`config.mk`:
```
export PLATFORM = sky130hd
export DESIGN_NAME = k_palindrome_check_top
export DESIGN_NICKNAME = d
export VERILOG_FILES = /design/src/hw/rtl/kpc_pkg.sv /design/src/hw/rtl/kpc_ram.sv /design/src/hw/rtl/k_palindrome_check_top.sv
export VERILOG_INCLUDE_DIRS = /design/src /design/src/hw/rtl
export SDC_FILE = /design/constraint.sdc
export NUM_CORES = 1
export LEC_CHECK = 0
export BUFFER_PORTS_ARGS = -buffer_cell sky130_fd_sc_hd__buf_4
export CORE_UTILIZATION = 63
export CTS_CLUSTER_DIAMETER = 200
export CTS_CLUSTER_SIZE = 24
export DETAILED_ROUTE_END_ITERATION = 10
export PLACE_DENSITY = 0.85
export SLEW_MARGIN = 15
export SYNTH_ARGS = -nofsm -noshare
export SYNTH_HDL_FRONTEND = slang
export SYNTH_SLANG_ARGS = --single-unit
```
`constraint.sdc`:
```
create_clock -name clk_i -period 5.37 [get_ports clk_i]
set_input_delay 1.074 -clock clk_i [delete_from_list [all_inputs] [get_ports clk_i]]
set_output_delay 1.074 -clock clk_i [all_outputs]
set_load 0.005 [all_outputs]
```
`src/hw/rtl/k_palindrome_check_top_macros.svh`:
```
// ----------------------------------------------------------------------------
// k_palindrome_check_top_macros.svh
// Assertion helpers for the k-deletion palindrome checker
// ----------------------------------------------------------------------------
`ifndef K_PALINDROME_CHECK_TOP_MACROS_SVH
`define K_PALINDROME_CHECK_TOP_MACROS_SVH

// same-cycle implication, sampled on clk_i, off while in reset
`define KPC_ASSERT_SAME(label, ante, cons, msg) \
  label: assert property (@(posedge clk_i) disable iff (!rst_ni) (ante) |-> (cons)) \
    else $error(msg);

// next-cycle implication, sampled on clk_i, off while in reset
`define KPC_ASSERT_NEXT(label, ante, cons, msg) \
  label: assert property (@(posedge clk_i) disable iff (!rst_ni) (ante) |=> (cons)) \
    else $error(msg);

`endif

```
`src/hw/rtl/kpc_pkg.sv`:
```
// ----------------------------------------------------------------------------
// kpc_pkg
// Shared constants for the k-deletion palindrome checker
// ----------------------------------------------------------------------------
package kpc_pkg;

  // default string buffer depth
  localparam int unsigned KpcMaxLen = 64;

  // configuration port
  localparam int unsigned KpcRemWidth   = 7;
  localparam int unsigned KpcDataWidth  = 32;
  localparam int unsigned KpcAddrWidth  = 3;
  localparam int unsigned KpcSymWidth   = 8;

  // register index taken from paddr[2]
  localparam logic RegMaxRemovals = 1'b0;

endpackage

```
`src/hw/rtl/kpc_ram.sv`:
```
// ----------------------------------------------------------------------------
// kpc_ram
// Generic single-write, single-read RAM with registered read data
// ----------------------------------------------------------------------------
module kpc_ram #(
  parameter int unsigned Width = 8,
  parameter int unsigned Depth = 64,
  localparam int unsigned AddrWidth = (Depth > 1) ? $clog2(Depth) : 1
) (
  input  logic                 clk_i,
  input  logic                 we_i,
  input  logic [AddrWidth-1:0] waddr_i,
  input  logic [Width-1:0]     wdata_i,
  input  logic [AddrWidth-1:0] raddr_i,
  output logic [Width-1:0]     rdata_o
);

  logic [Width-1:0] mem [Depth];

  always_ff @(posedge clk_i) begin
    if (we_i) begin
      mem[waddr_i] <= wdata_i;
    end
    rdata_o <= mem[raddr_i];
  end

endmodule

```
`src/hw/rtl/k_palindrome_check_top.sv`:
```
// ----------------------------------------------------------------------------
// k_palindrome_check_top
// Checks whether a string becomes a palindrome after at most max_removals
// deletions, using the longest-palindromic-subsequence row recurrence.
// Load: one character per cycle while busy is low.
// After the last transfer of a string, busy stays high while the table is filled
// (one row RAM access per table cell, plus a fetch per row);
// done pulses in the first cycle with busy low again.
// An overflowed string gives its result in the cycle after the last transfer.
// Reset clears the character counter, flags and max_removals; RAM contents are kept.
// ----------------------------------------------------------------------------
`include "k_palindrome_check_top_macros.svh"

module k_palindrome_check_top
  import kpc_pkg::*;
#(
  parameter int unsigned MaxLen = KpcMaxLen
) (
  input  logic                    clk_i,
  input  logic                    rst_ni,
  // command channel
  input  logic                    start,
  output logic                    busy,
  input  logic [KpcSymWidth-1:0]  symbol_i,
  input  logic                    is_last_i,
  // result
  output logic                    done_o,
  output logic                    verdict_o,
  output logic                    overflow_o,
  // configuration
  input  logic                    psel,
  input  logic                    penable,
  input  logic                    pwrite,
  input  logic [KpcAddrWidth-1:0] paddr,
  input  logic [KpcDataWidth-1:0] pwdata,
  output logic [KpcDataWidth-1:0] prdata,
  output logic                    pready
);

  localparam int unsigned AW   = (MaxLen > 1) ? $clog2(MaxLen) : 1;
  localparam int unsigned CW   = $clog2(MaxLen + 1);
  localparam int unsigned CMPW = (CW > KpcRemWidth) ? CW : KpcRemWidth;

  typedef enum logic [2:0] {
    ST_IDLE,
    ST_ROW_START,
    ST_ROW_CI,
    ST_ROW_J,
    ST_FINISH
  } state_e;

  state_e                 state_q, state_d;
  logic [CW-1:0]          count_q, count_d;
  logic                   too_long_q, too_long_d;
  logic [CW-1:0]          len_q, len_d;
  logic [AW-1:0]          row_q, row_d;
  logic [AW-1:0]          col_q, col_d;
  logic [KpcSymWidth-1:0] ci_q, ci_d;
  logic [CW-1:0]          left_q, left_d;
  logic [CW-1:0]          diag_q, diag_d;
  logic [KpcRemWidth-1:0] max_rem_q, max_rem_d;
  logic                   done_q, done_d;
  logic                   verdict_q, verdict_d;
  logic                   overflow_q, overflow_d;

  // memory ports
  logic                   chr_we;
  logic [AW-1:0]          chr_waddr;
  logic [AW-1:0]          chr_raddr;
  logic [KpcSymWidth-1:0] chr_rdata;
  logic                   lps_we;
  logic [AW-1:0]          lps_waddr;
  logic [CW-1:0]          lps_wdata;
  logic [AW-1:0]          lps_raddr;
  logic [CW-1:0]          lps_rdata;

  logic                   accept;
  logic                   cfg_write;
  logic [CW-1:0]          row_nxt;
  logic [CW-1:0]          col_nxt;
  logic [CW-1:0]          cell_val;
  logic [CW-1:0]          need;

  assign accept    = start && !busy;
  assign cfg_write = psel && penable && pwrite && pready;
  assign row_nxt   = CW'(row_q) + CW'(1);
  assign col_nxt   = CW'(col_q) + CW'(1);
  assign need      = len_q - left_q;

  // one table cell: match extends the inner diagonal, else take the better neighbor
  always_comb begin
    if (ci_q == chr_rdata) begin
      cell_val = diag_q + CW'(2);
    end else if (left_q > lps_rdata) begin
      cell_val = left_q;
    end else begin
      cell_val = lps_rdata;
    end
  end

  always_comb begin
    state_d    = state_q;
    count_d    = count_q;
    too_long_d = too_long_q;
    len_d      = len_q;
    row_d      = row_q;
    col_d      = col_q;
    ci_d       = ci_q;
    left_d     = left_q;
    diag_d     = diag_q;
    max_rem_d  = max_rem_q;
    done_d     = 1'b0;
    verdict_d  = verdict_q;
    overflow_d = overflow_q;

    chr_we    = 1'b0;
    chr_waddr = count_q[AW-1:0];
    chr_raddr = col_q;
    lps_we    = 1'b0;
    lps_waddr = col_q;
    lps_wdata = cell_val;
    lps_raddr = col_q;

    if (cfg_write && (paddr[2] == RegMaxRemovals)) begin
      max_rem_d = pwdata[KpcRemWidth-1:0];
    end

    case (state_q)
      ST_IDLE: begin
        if (accept) begin
          if (count_q < CW'(MaxLen)) begin
            chr_we  = 1'b1;
            count_d = count_q + CW'(1);
          end else begin
            too_long_d = 1'b1;
          end
          if (is_last_i) begin
            count_d    = '0;
            too_long_d = 1'b0;
            if (too_long_q || (count_q >= CW'(MaxLen))) begin
              done_d     = 1'b1;
              verdict_d  = 1'b0;
              overflow_d = 1'b1;
            end else begin
              len_d   = count_q + CW'(1);
              row_d   = count_q[AW-1:0];
              state_d = ST_ROW_START;
            end
          end
        end
      end
      ST_ROW_START: begin
        // fetch s[i] and seed the diagonal cell
        chr_raddr = row_q;
        lps_we    = 1'b1;
        lps_waddr = row_q;
        lps_wdata = CW'(1);
        left_d    = CW'(1);
        diag_d    = '0;
        state_d   = ST_ROW_CI;
      end
      ST_ROW_CI: begin
        ci_d = chr_rdata;
        if (row_nxt < len_q) begin
          chr_raddr = row_nxt[AW-1:0];
          lps_raddr = row_nxt[AW-1:0];
          col_d     = row_nxt[AW-1:0];
          state_d   = ST_ROW_J;
        end else if (row_q == '0) begin
          state_d = ST_FINISH;
        end else begin
          row_d   = row_q - AW'(1);
          state_d = ST_ROW_START;
        end
      end
      ST_ROW_J: begin
        // read data for col_q is here; write it back and fetch the next column if there is one
        lps_we = 1'b1;
        left_d = cell_val;
        diag_d = lps_rdata;
        if (col_nxt < len_q) begin
          chr_raddr = col_nxt[AW-1:0];
          lps_raddr = col_nxt[AW-1:0];
          col_d     = col_nxt[AW-1:0];
        end else if (row_q == '0) begin
          state_d = ST_FINISH;
        end else begin
          row_d   = row_q - AW'(1);
          state_d = ST_ROW_START;
        end
      end
      ST_FINISH: begin
        done_d     = 1'b1;
        overflow_d = 1'b0;
        verdict_d  = (CMPW'(need) <= CMPW'(max_rem_q));
        state_d    = ST_IDLE;
      end
      default: begin
        state_d = ST_IDLE;
      end
    endcase
  end

  always_ff @(posedge clk_i or negedge rst_ni) begin
    if (!rst_ni) begin
      state_q    <= ST_IDLE;
      count_q    <= '0;
      too_long_q <= 1'b0;
      max_rem_q  <= '0;
      done_q     <= 1'b0;
      verdict_q  <= 1'b0;
      overflow_q <= 1'b0;
    end else begin
      state_q    <= state_d;
      count_q    <= count_d;
      too_long_q <= too_long_d;
      max_rem_q  <= max_rem_d;
      done_q     <= done_d;
      verdict_q  <= verdict_d;
      overflow_q <= overflow_d;
    end
  end

  // datapath registers
  always_ff @(posedge clk_i) begin
    len_q  <= len_d;
    row_q  <= row_d;
    col_q  <= col_d;
    ci_q   <= ci_d;
    left_q <= left_d;
    diag_q <= diag_d;
  end

  kpc_ram #(
    .Width (KpcSymWidth),
    .Depth (MaxLen)
  ) u_chr_ram (
    .clk_i   (clk_i),
    .we_i    (chr_we),
    .waddr_i (chr_waddr),
    .wdata_i (symbol_i),
    .raddr_i (chr_raddr),
    .rdata_o (chr_rdata)
  );

  kpc_ram #(
    .Width (CW),
    .Depth (MaxLen)
  ) u_lps_ram (
    .clk_i   (clk_i),
    .we_i    (lps_we),
    .waddr_i (lps_waddr),
    .wdata_i (lps_wdata),
    .raddr_i (lps_raddr),
    .rdata_o (lps_rdata)
  );

  assign busy       = (state_q != ST_IDLE);
  assign done_o     = done_q;
  assign verdict_o  = verdict_q;
  assign overflow_o = overflow_q;
  assign pready     = 1'b1;
  assign prdata     = (paddr[2] == RegMaxRemovals) ?
                      KpcDataWidth'(max_rem_q) : '0;

  `KPC_ASSERT_SAME(a_done_when_idle, done_o, !busy, "result while table fill active")
  `KPC_ASSERT_SAME(a_ovf_no_verdict, done_o && overflow_o, !verdict_o,
                   "overflow result with verdict set")
  `KPC_ASSERT_NEXT(a_no_result_mid_string, accept && !is_last_i, !done_o,
                   "result after a non-final transfer")
  `KPC_ASSERT_SAME(a_col_right_of_row, state_q == ST_ROW_J, col_q > row_q,
                   "column index not right of row index")

endmodule

```
Yosys cells after proc, flatten, opt, wreduce, memory -nomap -nowiden
Memories as Yosys holds them, arrays and structs flattened. A register that Yosys moved wholly into a read port is not among the register bits. Index checks and enable logic that the tools add are counted.

Memories kept: 2. Memory bits (writable): 960. Logic and storage cells: 110. Output and inout bits: 37. Input port bits: 50. Register bits: 62.

Reduce and logical (&&, ||, !) cells: 20. Add/subtract/negate cells: 6. Muxes and demuxes: 49. Bitwise gates (word level): 2. Equality and inequality tests: 12. Order comparisons: 6.

Memory list: u_chr_ram.mem (depth 64, width 8, rd ports 1, clocked after memory_dff 1, wr ports 1, line kpc_ram.sv:18) `logic [Width-1:0] mem [Depth];`; u_lps_ram.mem (depth 64, width 7, rd ports 1, clocked after memory_dff 1, wr ports 1, line kpc_ram.sv:18).

Operators with widths (number): two-way mux 6 bit (9); two-way mux 7 bit (6); one-hot mux 6 bit (3 select lines) (2); one-hot mux 7 bit (2 select lines) (2); two-way mux 1 bit (19); two-way mux 3 bit (6); adder 6 x 1 -> 7 bit, second input constant (2); less-than comparator 7 bit (2); != test 2 bit, second input constant (7); one-hot mux 3 bit (4 select lines) (1); one-hot mux 6 bit (2 select lines) (1); AND reduction 4 bit (3); == test 8 bit (1); adder 7 x 1 -> 7 bit, second input constant (1); adder 7 x 2 -> 7 bit, second input constant (1); >= comparator 7 bit, second input constant (1); > comparator 7 bit (1); <= comparator 7 bit (1); less-than comparator 7 bit, second input constant (1); subtractor 7 bit (1); == test 3 x 2 -> 1 bit, second input constant (2); logical NOT 6 bit (1); one-hot mux 1 bit (2 select lines) (3); AND reduction 3 bit (2); other kinds (12) (19).

Longest topological paths before layout
Gate-level depths: netlist of the first run.

Depth after elaboration: 7. Depth in mapped cells: 19. Depth with buffers taken out: 16.

Hierarchy
From an unflattened synthesis of the first run, not the netlist that was laid out.

Cells, all modules: 2249. Area, all modules: 42263.0 um^2.

Modules (own cells, without submodules): kpc_ram (u_chr_ram) (times used 1, cells an instance 940, area each 20166.8 um^2, sequential area each 15534.9 um^2); kpc_ram (u_lps_ram) (times used 1, cells an instance 827, area each 17635.7 um^2, sequential area each 13593.0 um^2); k_palindrome_check_top (times used 1, cells an instance 482, area each 4460.5 um^2, sequential area each 1696.6 um^2).

Worst setup path before layout of the first run
OpenSTA, ideal clock, no wires.

Path type: register to register. From: reg left_q[4]. To: mem u_lps_ram.mem[0][2] (netlist name), data pin. Period minus slack after synthesis: 3.857 ns. Arrival time: 3.358 ns. Slack: 1.513 ns. Data required time: 4.871 ns. Setup time: 0.499 ns. Stages on the path, launching flop included: 12. Buffers on the path: 1. Cells stage by stage: edfxtp_1 ha_1 a21oi_1 nor2b_1 o21ai_0 o21ai_0 o22ai_1 clkbuf_1 nand2_1 o211ai_1 o21ai_0 nor2_1.

Longest elaborated chain between the ends: 4.

RTL lines: from (decl) (line k_palindrome_check_top.sv:59) `logic [CW-1:0] left_q, left_d;`; from (signal assigned) (line k_palindrome_check_top.sv:230) `left_q <= left_d;`; > comparator 7 bit (line k_palindrome_check_top.sv:94) `end else if (left_q > lps_rdata) begin`; two-way mux 7 bit (line k_palindrome_check_top.sv:94); two-way mux 7 bit (line k_palindrome_check_top.sv:92) `if (ci_q == chr_rdata) begin`; two-way mux 7 bit (line k_palindrome_check_top.sv:128) `case (state_q)`; named net lps_wdata[2] (line k_palindrome_check_top.sv:73) `logic [CW-1:0] lps_wdata;`; to (decl) (line kpc_ram.sv:18).

The timed path passes the listed nets, and every way through them passes these cells.

Worst setup path after layout of the first run
From: reg col_q[4]. To: reg u_lps_ram.rdata_o[4] (read register of u_lps_ram.mem).

Longest elaborated chain between the ends: 4. Elaborated cells on any way between the ends: 5. Classes of those cells: add/sub: 1; order compare: 1; mux: 3.

RTL lines: from (decl) (line k_palindrome_check_top.sv:57) `logic [AW-1:0] col_q, col_d;`; from (signal assigned) (line k_palindrome_check_top.sv:228) `col_q <= col_d;`; adder 6 x 1 -> 7 bit (line k_palindrome_check_top.sv:87) `assign col_nxt = CW'(col_q) + CW'(1);`; less-than comparator 7 bit (line k_palindrome_check_top.sv:181) `if (col_nxt < len_q) begin`; two-way mux 6 bit; one-hot mux 6 bit (2 select lines) * (line k_palindrome_check_top.sv:128); to (decl) (line kpc_ram.sv:15) `output logic [Width-1:0] rdata_o`.

Mark *: on every way between the ends. The rest lies on a longest branch, timed or not. A chain may end at the register's enable or synchronous reset.

==> results.py, run 1 <==
metrics = {
    "hold_path": {
        "hp-class": "in -> async",
    },
    "layout": {
        "drive_gt1_share_pct": 7.43,
        "fin_cells": 4115,
        "fill_cells": 4369,
        "diodes": 0,
        "stdcell_area_mm2": 0.0459,
        "syn2layout_area_growth_pct": 6.22,
        "fin_nets": 3298,
    },
    "logic_synthesis": {
        "ys_seq_elements": 1037,
        "yosysTopAreaCell": "edfxtp_1",
        "seq_area_frac_synth_pct": 71.4,
        "syn_area_mm2": 0.0432,
        "ys_top_cells_by_area": "edfxtp_1 (69%), nand2_1 (5.6%), mux2i_1 (2.9%)",
        "ys_async_sr_fraction_pct": 2.03,
        "ys.flop_type": "edfxtp_1",
        "ys_types": 89,
        "postSynthCellCount": 3212,
        "synthDominantCellAreaShare_pct": 69.2,
        "yosys_warnings": 0,
        "synth_edf_count": 995,
        "syn_avg_cell_area_um2": 13.4,
        "synth_common_cells": "edfxtp_1 (995), nand2_1 (647), nand3_1 (218), nor2_1 (214), mux2i_1 (127)",
        "synth.most_common_cell": "edfxtp_1",
    },
    "worst_setup_path": {
        "cp.arrival_ps": 5690,
        "crit_end": "u_lps_ram.rdata_o[4]",
        "rr_worst_depth": 15,
        "timing.rr.end": "u_lps_ram.rdata_o[4]",
        "critPathRequiredTime_ps": 5860,
        "worstPathMaxFanout": 27,
        "reg2reg_slack_ps": 170,
        "path_class": "reg -> reg",
        "worst_setup_path_start_kind": "flip-flop",
        "crit_start": "col_q[4]",
        "crit_path_end_kind": "flip-flop",
        "r2r-start": "col_q[4]",
    },
    "timing": {
        "post-route-min-period_ps": 5200,
        "setup_viol": 0,
        "max_slew_margin_pct": 29.4,
        "setup_tns_ps": 0,
        "skew_ps": 34.3,
        "final_hold_viol_count": 0,
        "worst_pin_slew_ps": 1060,
        "max_clock_freq_mhz": 192,
        "drv_slew": 0,
        "period_share_pct": 96.8,
        "hold_slack_ps": 306,
        "rsz0062_at_grt": "no",
    },
    "global_routing": {
        "grt_pass1_wl_mm": 157,
        "grt_max_degree": 96,
        "antenna_found_initial": 0,
        "grt_overflow_total": 0,
        "track_usage_pct": 29.7,
        "first_global_vias": 26600,
    },
    "route": {
        "viasPerCell": 6.70,
        "drc": 0,
        "dr_wl_met2_mm": 51.7,
        "firstDrtPassIters": 6,
        "routed-via-count": 27600,
        "wirelength_mm": 105,
        "ant_nets": 0,
        "m1WireLength_mm": 37.4,
        "avgRoutedWirePerCell_um": 25.5,
        "drt-initial-drc-count": 4003,
        "wl_met3_mm": 10.4,
        "top_layer": "met4",
    },
    "clock_tree": {
        "cts_buffers": 49,
        "cts_tree": "built",
        "cts_max_level": 2,
        "clkSinkCount": 1037,
        "clock_latency_ps": 650,
        "clk_pin_slew_worst_paths_ps": 100,
        "postCtsHoldBufs": 0,
        "cts_buffer_depth": 3,
        "clock-root-buffer": "clkbuf_16",
    },
    "placement": {
        "io_buffers": 33,
        "gp_congestion": 0.951,
        "dp_hpwl_mm": 67.2,
        "dp_cells": 4027,
        "place_area_mm2": 0.0444,
    },
    "die": {
        "rows": 95,
        "die_w_um": 264,
        "start_util_pct": 64.0,
        "core_mm2": 0.0675,
        "fp.dieH_um": 264,
        "die_area_mm2": 0.0696,
        "io_pins": 87,
    },
    "flow_run": {
        "cap_violations": 0,
    },
    "run_status": {
        "status": "finished, final reports clean",
    },
}
-- how the worst min path moves through the flow --
stage                                     from          to  slack (ps)  cells past startpoint
after floorplan           u_chr_ram.rdata_o[0]     ci_q[0]         430                      0
after global placement    u_chr_ram.rdata_o[4]     ci_q[4]         480                      0
after detailed placement  u_chr_ram.rdata_o[3]     ci_q[3]         490                      0
after CTS                               rst_ni  state_q[2]         280                      1
after global routing                    rst_ni  count_q[2]         310                      1
final                                   rst_ni  state_q[2]         310                      1
-- area by class of cell --
class,count,area [µm²],area share [%]
Sequential cell,1037,30800,67.2
Multi-Input combinational cell,1960,11400,24.8
Clock buffer,80,1360,2.97
Tap cell,873,1090,2.38
Timing Repair Buffer,116,996,2.17
Inverter,46,178,0.387
Clock inverter,3,56.3,0.123
-- through the flow --
step | util (%) | worst slack (ps)
2_1_floorplan | - | 1510
3_3_place_gp | 65.8 | 317
3_5_place_dp | 65.8 | 237
4_1_cts | 67.9 | 136
5_1_grt | 68.0 | 78.6
6_report | 68.0 | 170
-- worst max-delay path, cell delays in order, from the launching register on --
cell      delay (ps)
dfxtp_1          630
and3_1           260
nand3_1          100
xnor2_1          280
ha_1             300
o21a_1           230
a211oi_4         350
nand2_2          280
a311oi_4         600
buf_4            410
nand2_1          120
a32oi_1          230
nand3_1          200
o21ai_1          480
nor2_1           110
o311ai_1         460
-- per-layer routing --
layer	track usage, %	vias to the layer above
met2	50.0	1903
met4	14.1	0
met3	4.15	317
li1	-	12000
met5	0	-
met1	38.4	13400
-- cell families after synthesis --
kind of cell | share of synthesized area (%)
simple gates | 12.9
compound gates | 7.58
buf+inv | 2.73
xor+xnor | 0.710
other cells | 0.0174
mux | 3.65
fa+ha+maj | 1.12
flops | 71.4
-- state kept, by name (all words and copies together) (netlist names) --
signal	cells
ci_q	8
col_q	6
count_q	7
diag_q	7
done_o	1
left_q	7
len_q	7
max_rem_q	7
overflow_o	1
row_q	6
state_q	3
too_long_q	1
u_chr_ram.mem	512
u_chr_ram.rdata_o	8
u_lps_ram.mem	448
u_lps_ram.rdata_o	7
verdict_o	1
-- cells in the final DEF, fill, tap and decap left out, types with 26 or more instances in the layout --
master / instances
conb_1: 26
o22ai_1: 39
and3_1: 63
a31oi_1: 58
nand4_1: 32
mux2i_1: 127
nand3_1: 218
o21ai_0: 42
nor2_1: 208
ha_1: 37
a32oi_1: 39
nand2_1: 646
edfxtp_1: 995
clkbuf_1: 30
clkbuf_16: 50
buf_4: 106
inv_1: 42
a221oi_1: 27
a21oi_1: 65
-- what timing repair did --
action	4_1_cts	5_1_grt
setup buffers	0	4
gates resized for setup	0	1
setup endpoints to repair	0	7
endpoints found under the hold margin	0	0
Power of run 1 is left out: the tool's default activity adds up to more than one toggle a clock period on the data nets, which glitch-free logic cannot reach.
==> inputs of run 2 (changes only) <==
Settings changed: BUFFER_PORTS_ARGS -buffer_cell sky130_fd_sc_hd__buf_4 to unset, DONT_BUFFER_PORTS set to 1, PLACE_DENSITY 0.85 to 0.84.
Clock period 5.37 ns to 4.9 ns, I/O delays scaled along.
==> run 2 against run 1 <==
Compared with the run above:
- hold slack worse by 280 ps
- sequential share of layout area about the same
- fmax up 7.9%
- core utilization about the same
- global-route usage up 0.12 points
- register-to-register slack worse by 90 ps
- clock skew up 13 ps
- non-clock buffer count down 5
- clock-buffer cell count up 8
- die area unchanged
- setup slack worse by 88 ps
- critical path type unchanged
- critical endpoint is now u_lps_ram.rdata_o[0]
- highest routed layer unchanged
==> results.py, run 2 (same netlist as run 1, synthesis figures left out) <==
metrics = {
    "global_routing": {
        "antenna_found_initial": 0,
        "track_usage_pct": 29.8,
        "first_global_vias": 26400,
        "grt_pass1_wl_mm": 157,
        "grt_overflow_total": 0,
        "grt_max_degree": 93,
    },
    "timing": {
        "post-route-min-period_ps": 4820,
        "max_slew_margin_pct": 35.5,
        "max_clock_freq_mhz": 208,
        "setup_tns_ps": 0,
        "setup_viol": 0,
        "skew_ps": 46.8,
        "final_hold_viol_count": 0,
        "rsz0062_at_grt": "no",
        "period_share_pct": 98.3,
        "worst_pin_slew_ps": 965,
        "drv_slew": 0,
    },
    "die": {
        "start_util_pct": 64.0,
        "rows": 95,
        "fp.dieH_um": 264,
        "io_pins": 87,
        "core_mm2": 0.0675,
        "die_w_um": 264,
        "die_area_mm2": 0.0696,
    },
    "clock_tree": {
        "cts_buffer_depth": 3,
        "clock-root-buffer": "clkbuf_16",
        "clk_pin_slew_worst_paths_ps": 100,
        "cts_tree": "built",
        "cts_buffers": 49,
        "clock_latency_ps": 660,
        "cts_max_level": 2,
        "clkSinkCount": 1037,
    },
    "layout": {
        "syn2layout_area_growth_pct": 6.23,
        "diodes": 0,
        "largest_reg_flops": 512,
        "largest-register": "u_chr_ram.mem",
        "drive_gt1_share_pct": 7.21,
        "reg_top3": "u_chr_ram.mem x512, u_lps_ram.mem x448",
        "final_cell_mix": "edfxtp_1 (995), nand2_1 (646), nand3_1 (218)",
        "fin_nets": 3292,
        "fill_cells": 4390,
        "layout_commonest_cell": "edfxtp_1",
    },
    "worst_setup_path": {
        "cp_num_buf_inv": 1,
        "rr_worst_depth": 14,
        "worst_setup_path_start_kind": "flip-flop",
        "timing.rr.end": "u_lps_ram.rdata_o[0]",
        "cpLargestDelayFamily": "compound AO/OA/AOI/OAI gates",
        "cpPeakStageDelay_ps": 500,
        "crit_cells": 14,
        "crit_path_top_delay_cell": "buf_4",
        "cpMostUsedCell": "and3_1",
        "worstPathMaxFanout": 41,
        "path_cells": "and3_1, nand3_1, xnor2_1, ha_1, o21a_1, a211oi_4, nand2_2, and3_1, nor2_4, buf_4, a31oi_1, a22o_1, a221oi_1, o221ai_1",
        "reg2reg_slack_ps": 80,
        "r2r-start": "col_q[2]",
        "crit_path_end_kind": "flip-flop",
        "cp.arrival_ps": 5320,
        "crit_start": "col_q[2]",
        "crit_end": "u_lps_ram.rdata_o[0]",
        "critPathRequiredTime_ps": 5400,
        "path_class": "reg -> reg",
    },
    "route": {
        "routed-via-count": 27400,
        "wirelength_mm": 105,
        "avgRoutedWirePerCell_um": 25.4,
        "drt-initial-drc-count": 3875,
        "viasPerCell": 6.65,
        "ant_nets": 0,
        "drc": 0,
        "firstDrtPassIters": 7,
    },
    "placement": {
        "io_buffers": 0,
        "gp_congestion": 0.986,
        "dp_hpwl_mm": 67.4,
    },
    "hold_path": {
        "hp-class": "in -> async",
    },
    "run_status": {
        "status": "finished, final reports clean",
    },
    "flow_run": {
        "cap_violations": 0,
    },
}
run 2: cell types whose count changed in the layout (fill, tap and decap cells not counted), sizes merged:
| cell | change |
|---|---|
| clkbuf | +8 |
| buf | -6 |
| inv | +2 |
| clkinv | -1 |
| dlygate4sd3 | +1 |
| o21ai | -1 |
run 2: layout make-up:
class,count,area [µm²],area share [%]
inverters,46,178,0.387
well taps,873,1090,2.38
clock buffers,88,1370,2.99
clock inverters,4,57.6,0.125
multi-input cells,1959,11400,24.8
flip-flops and latches,1037,30800,67.2
repair buffers,111,998,2.18
run 2: metal layers:
layer | routed length [µm] | GRT usage [%]
met1 | 38800 | 39.6
met2 | 50600 | 49.3
met3 | 9860 | 4.19
met4 | 5210 | 13.5
met5 | 0 | 0
run 2: worst min path at each step:
stage | slack (ps) | cells past startpoint | to
after CTS | 20 | 0 | count_q[6]
after floorplan | 430 | 0 | ci_q[0]
after detailed placement | 490 | 0 | ci_q[1]
after global placement | 480 | 0 | ci_q[0]
final | 20 | 0 | count_q[3]
after global routing | 4 | 0 | count_q[6]
run 2: timing repair:
| action | 4_1_cts | 5_1_grt |
|---|---|---|
| hold buffers | 1 | 0 |
| resized for setup | 0 | 1 |
| setup buffers | 0 | 11 |
| setup endpoints to repair | 0 | 5 |
| hold endpoints to repair | 13 | 0 |
run 2: through the flow:
| stage | hold slack (ps) | setup slack [ps] | instance area, µm² | instances | util [%] |
|---|---|---|---|---|---|
| floorplan | 428 | 1040 | 43300 | 3236 | - |
| global route | 4.49 | 24.1 | 45900 | 4118 | 68.0 |
| finish | 25.0 | 82.4 | 45900 | 4118 | 68.0 |
| global placement | 484 | 377 | 44400 | 4014 | 65.7 |
| CTS | 15.5 | 170 | 45800 | 4107 | 67.8 |
| detailed placement | 494 | 209 | 44400 | 4014 | 65.7 |
Power of run 2 is left out for the same reason.
